==> src/hw/rtl/avcm_pkg.sv <==
// shared types and constants of the volt and continuity meter
`timescale 1ns / 1ps
package avcm_pkg;

  localparam int unsigned KindW = 3;
  localparam int unsigned MvW   = 15;
  localparam int unsigned ResW  = 20;
  localparam int unsigned RefW  = 12;
  localparam int unsigned TolW  = 7;
  localparam int unsigned OhmW  = 16;
  localparam int unsigned CfgIdxW = 3;

  localparam logic [KindW-1:0] KIND_VOLT       = 3'd0;
  localparam logic [KindW-1:0] KIND_OHMS       = 3'd1;
  localparam logic [KindW-1:0] KIND_LIMIT_DOWN = 3'd2;
  localparam logic [KindW-1:0] KIND_LIMIT_UP   = 3'd3;
  localparam logic [KindW-1:0] KIND_MAX_RESET  = 3'd4;

  localparam logic [1:0] RANGE_NONE = 2'd0;
  localparam logic [1:0] RANGE_LOW  = 2'd1;
  localparam logic [1:0] RANGE_MID  = 2'd2;
  localparam logic [1:0] RANGE_TOP  = 2'd3;

  localparam logic [1:0] OHM_NONE   = 2'd0;
  localparam logic [1:0] OHM_OPEN   = 2'd1;
  localparam logic [1:0] OHM_SHORT  = 2'd2;
  localparam logic [1:0] OHM_CLOSED = 2'd3;

  localparam logic [CfgIdxW-1:0] REG_LOW_THR  = 3'd0;
  localparam logic [CfgIdxW-1:0] REG_HIGH_THR = 3'd1;
  localparam logic [CfgIdxW-1:0] REG_RES_A    = 3'd2;
  localparam logic [CfgIdxW-1:0] REG_RES_C    = 3'd3;
  localparam logic [CfgIdxW-1:0] REG_RES_D    = 3'd4;
  localparam logic [CfgIdxW-1:0] REG_REF_MV   = 3'd5;
  localparam logic [CfgIdxW-1:0] REG_TOL_PCT  = 3'd6;
  localparam logic [CfgIdxW-1:0] REG_OPEN_THR = 3'd7;

  localparam logic [OhmW-1:0] OHM_SAT = 16'hFFFF;
  localparam logic [6:0]      PERCENT = 7'd100;
  localparam int unsigned     DivSteps = 16;

  typedef struct packed {
    logic load_item;
    logic mul1;
    logic mul2;
    logic check;
    logic div_step;
    logic grade;
    logic simple;
    logic load_out;
  } cmd_t;

  typedef struct packed {
    logic is_ohms;
    logic special;
    logic out_free;
  } sts_t;

endpackage

==> src/hw/rtl/avcm_ctrl.sv <==
// sequencer of the meter: issues datapath commands per item
`timescale 1ns / 1ps
module avcm_ctrl (
  input  logic            clk_i,
  input  logic            rst_ni,
  input  logic            in_valid_i,
  output logic            in_stall_o,
  input  avcm_pkg::sts_t  sts_i,
  output avcm_pkg::cmd_t  cmd_o
);

  typedef enum logic [2:0] {
    ST_IDLE, ST_EXEC, ST_MUL2, ST_CHECK, ST_DIV, ST_GRADE, ST_FINISH
  } state_e;

  state_e     state_q, state_d;
  logic [3:0] cnt_q, cnt_d;

  always_comb begin
    state_d = state_q;
    cnt_d   = cnt_q;
    cmd_o   = '0;
    case (state_q)
      ST_IDLE: begin
        if (in_valid_i) begin
          cmd_o.load_item = 1'b1;
          state_d = ST_EXEC;
        end
      end
      ST_EXEC: begin
        if (sts_i.is_ohms) begin
          cmd_o.mul1 = 1'b1;
          state_d = ST_MUL2;
        end else begin
          cmd_o.simple = 1'b1;
          state_d = ST_FINISH;
        end
      end
      ST_MUL2: begin
        cmd_o.mul2 = 1'b1;
        state_d = ST_CHECK;
      end
      ST_CHECK: begin
        cmd_o.check = 1'b1;
        cnt_d = '0;
        state_d = sts_i.special ? ST_GRADE : ST_DIV;
      end
      ST_DIV: begin
        cmd_o.div_step = 1'b1;
        cnt_d = cnt_q + 4'd1;
        if (cnt_q == 4'(avcm_pkg::DivSteps - 1)) begin
          state_d = ST_GRADE;
        end
      end
      ST_GRADE: begin
        cmd_o.grade = 1'b1;
        state_d = ST_FINISH;
      end
      ST_FINISH: begin
        if (sts_i.out_free) begin
          cmd_o.load_out = 1'b1;
          state_d = ST_IDLE;
        end
      end
      default: state_d = ST_IDLE;
    endcase
  end

  always_ff @(posedge clk_i or negedge rst_ni) begin
    if (!rst_ni) begin
      state_q <= ST_IDLE;
      cnt_q   <= '0;
    end else begin
      state_q <= state_d;
      cnt_q   <= cnt_d;
    end
  end

  assign in_stall_o = (state_q != ST_IDLE);

endmodule

==> config.mk <==
export PLATFORM = sky130hd
export DESIGN_NAME = avcm_ctrl
export DESIGN_NICKNAME = d
export VERILOG_FILES = /design/src/hw/rtl/avcm_pkg.sv /design/src/hw/rtl/avcm_ctrl.sv
export SDC_FILE = /design/constraint.sdc
export NUM_CORES = 1
export LEC_CHECK = 0
export BUFFER_PORTS_ARGS = -buffer_cell sky130_fd_sc_hd__buf_4
export CORE_AREA = 2 2 39 41
export CTS_CLUSTER_DIAMETER = 200
export DETAILED_ROUTE_END_ITERATION = 12
export DIE_AREA = 0 0 41 43
export HOLD_SLACK_MARGIN = 0.1
export MAX_ROUTING_LAYER = met4
export SYNTH_ARGS = -nofsm -noshare
export SYNTH_HDL_FRONTEND = slang
export SYNTH_SLANG_ARGS = --single-unit
==> constraint.sdc <==
create_clock -name clk_i -period 3.76 [get_ports clk_i]
set_input_delay 0.752 -clock clk_i [delete_from_list [all_inputs] [get_ports clk_i]]
set_output_delay 0.752 -clock clk_i [all_outputs]
set_load 0.02 [all_outputs]
# == Word-level counts from Yosys, hierarchy flattened ==
# Cells that the tools add are included.
# classes
addsub,1
n_mux,19
n_eq_ne,10
n_reduce_logical,4
# ops
op,count
$pmux W3 S7,1
$mux W1,13
$mux W3,4
$eq A3 B3 Y1 const B,3
$pmux W4 S2,1
$eq A3 B2 Y1 const B,2
$ne A2 B2 Y1 const B,3
$add A4 B1 Y4 const B,1
$eq A4 B4 Y1 const B,1
$eq A3 B1 Y1 const B,1
$logic_not A3 Y1,1
$reduce_and A3 Y1,1
$reduce_bool A3 Y1,1
$reduce_bool A2 Y1,1
# totals
input_bits,6
elab_cells,36
reg_bits,7

# == Depth between registers and ports, before layout ==
# depth
depth_word,3
ltp_mapped,4
ltp_nobuf,3

# == Least setup slack after synthesis ==
# No wires, ideal clock.
# synth_timing
path_type,register -> output
from,reg state_q[2]
to,out cmd_o[7] (netlist bit)
arrival_time_ns,1.303
n_path_buf,1
path_stages_with_launch,4
required_ns,3.008
path_slack_ns,1.705
cell_sequence,dfrtp_1 clkbuf_1 or3_1 nor2_1
# synth_rtl
element,line_no,text
start: declaration,avcm_ctrl.sv:16,"state_e state_q, state_d;"
start signal: assignment,avcm_ctrl.sv:74,state_q <= state_d;
end: declaration,avcm_ctrl.sv:9,output avcm_pkg::cmd_t cmd_o

==> out/qor.csv <==
metric,value,unit
Fill cells,154,
slowest CP cell,dfrtp_1,
die outline height,43,µm
Clock H-tree levels,1,
relative slew slack,0.772,
DP Cell Count,70,
worst path arrival time,1.41,ns
DRC,0,
dpl cell area,529,µm²
"Setup violations, final",0,
hold buffers post-CTS,0,
vias in the first global route,325,
setup tns final,0,ns
Area contributors post-synth,"dfrtp_1, nor2_1, buf_6",
ys async rst share,1.00,
vias per cell,4.78,
pwr dens,840,mW/mm²
Crit Path Max Fanout,8,
IO Port Bufs,14,
synthesized area,430,µm²
MaxCap Viol Count,0,
Yosys warning count,0,
Starting Density,0.311,
Storage cell area,175,µm²
FMAX,461,MHz
hpwl dp,629,µm
register bit total from synthesis,7,
fin area,556,µm²
WL final,867,µm
area of the multi-input gates,221,µm²
top cell type by total area after synthesis,dfrtp_1,
Setup Buffers After CTS,0,
run status,completed,
max-slew violation count,0,
Netlist cell types,23,
CP peak stage delay,0.48,ns
VDD IR-drop max,289,µV
TritonCTS clock tree,built,
Worst-Margin Slew,0.341,ns
DRT antenna net count,0,
Critical Path Start Type,flip-flop,
Finished Layout Cells,74,
Setup CP Type,reg2out,
Util after Layout,0.401,
"EDFF count, synth",0,
die width,41,µm
TritonCTS buffer count,3,
Final Hold Slack,0.298,ns
worst hold path class,in2async,
clk buf depth,2,
critical path required time,3.01,ns
standard-cell row count,14,
min Tclk post-route,2.17,ns
layout cells sized above 1,0.328,
Pre-antenna DRT Iters,2,
fin nets,66,
antenna fix cells,0,
routed len/inst,11.7,µm
antenna violations before repair,0,
root buf cell,clkbuf_4,
Commonest cells post-synth,"dfrtp_1, nor2_1",
period utilisation layout,0.576,
Buf/Inv on CP,1,
clock slew at reported path FFs,0.05,ns
family with the most delay on the worst path,simple AND/OR/NAND/NOR gates,
Mapped Cells,43,
area growth from synthesis to final layout,29.1,%
RSZ-0062 raised after global routing,false,
sequential-to-total area share from yosys stat,0.407,
Die Area,0.00176,mm²
vias,354,
GP Congestion,0.649,
Pleak,0.284,nW
cells along the critical path,or2b_1 -> nor3b_1 -> buf_4,
first-pass GRT wire length,1280,µm
pin count of the biggest net entering global routing,13,
IO Count,15,
PostCTS Resize Cnt,0,
GRT Total Usage,0.116,
post-synth top area share,0.407,
global route overflow,0,
final clock skew,0.00488,ns
Sink Count,7,
Initial DRC Count,3,
Synthesized Nets,50,
CORE AREA,0.00138,mm²
Main synth FF type,dfrtp_1,
Final Hold Vio Count,0,
clock latency on the worst-skew pair,0.25,ns
syn avg cell area,10.0,µm²
element type at the critical path end,primary output,
## worst reg2reg max path, stage by stage (launching register included)
cell and delay, ns:
dfrtp_1 0.52, nor3b_4 0.41, nor2_1 0.11, mux2_2 0.27
## cell type report
| type | count | share of cell area |
|---|---|---|
| clock buffer | 4 | 0.0473 |
| inverter | 2 | 0.0135 |
| multi-input combinational | 31 | 0.399 |
| sequential | 7 | 0.315 |
| tap | 16 | 0.0360 |
| timing repair buffer | 14 | 0.189 |
## per-layer routing
layer | GRT usage | routed length (µm)
met1 | 0.124 | 399
met2 | 0.163 | 359
met3 | 0.0209 | 83
met4 | 0.120 | 25
met5 | - | 0
## logic make-up (layout without fill, tap and decap cells)
| kind of cell | after synthesis | in the layout | share of synthesized area |
|---|---|---|---|
| fa+ha+maj | 1 | 1 | 0.0291 |
| mux | 3 | 3 | 0.0727 |
| flops | 7 | 7 | 0.407 |
| compound gates | 7 | 7 | 0.125 |
| buf+inv | 5 | 20 | 0.0785 |
| simple gates | 20 | 20 | 0.288 |
## sequential cells by signal, summed over array words and instances (netlist names)
signal,count
state_q,3
cnt_q,4
## placed cells by master, fill, tap and decap left out
cell type,count
buf_4,14
nor2_1,7
dfrtp_1,7
clkbuf_4,3
inv_1,2
nand2b_1,2
nor2b_1,2
nand4_1,2
mux2i_1,2
a22o_1,2
o21ai_0,2
or2b_1,1
nor3b_4,1
and3b_1,1
nor3_1,1
or3_1,1
nor3b_1,1
and2_1,1
mux2_2,1
a2bb2oi_1,1
o211a_1,1
a211oi_1,1
ha_1,1
clkbuf_1,1
## per-stage QoR
| stage | power (W) | setup slack [ns] |
|---|---|---|
| 2_1_floorplan | 0.000344 | 1.71 |
| 3_3_place_gp | 0.000398 | 1.72 |
| 3_5_place_dp | 0.000399 | 1.72 |
| 4_1_cts | 0.000474 | 1.56 |
| 5_1_grt | 0.000503 | 1.49 |
| 6_report | 0.000467 | 1.59 |
## report_power, final
group          leakage (nW)  total [W]  switching (W)  internal [W]
registers            0.0881   0.000170      0.0000579      0.000112
clock network        0.0150  0.0000691      0.0000285     0.0000406
logic                 0.181   0.000228       0.000111      0.000117
## final timing paths
check	from	endpoint	slack [ns]	depth (start not counted)
max	state_q[0]$_DFFE_PN0P_	cmd_o[6]	1.59	3
min	rst_ni	cnt_q[2]$_DFFE_PN0P_	0.30	1
max reg2reg	state_q[2]$_DFFE_PN0P_	cnt_q[0]$_DFFE_PN0P_	2.33	3
min reg2reg	cnt_q[3]$_DFFE_PN0P_	cnt_q[3]$_DFFE_PN0P_	0.50	1
max in group asynchronous	rst_ni	cnt_q[0]$_DFFE_PN0P_	3.34	1
min in group clk_i	cnt_q[3]$_DFFE_PN0P_	cnt_q[3]$_DFFE_PN0P_	0.50	1
Power figures use the tool's default switching activity.
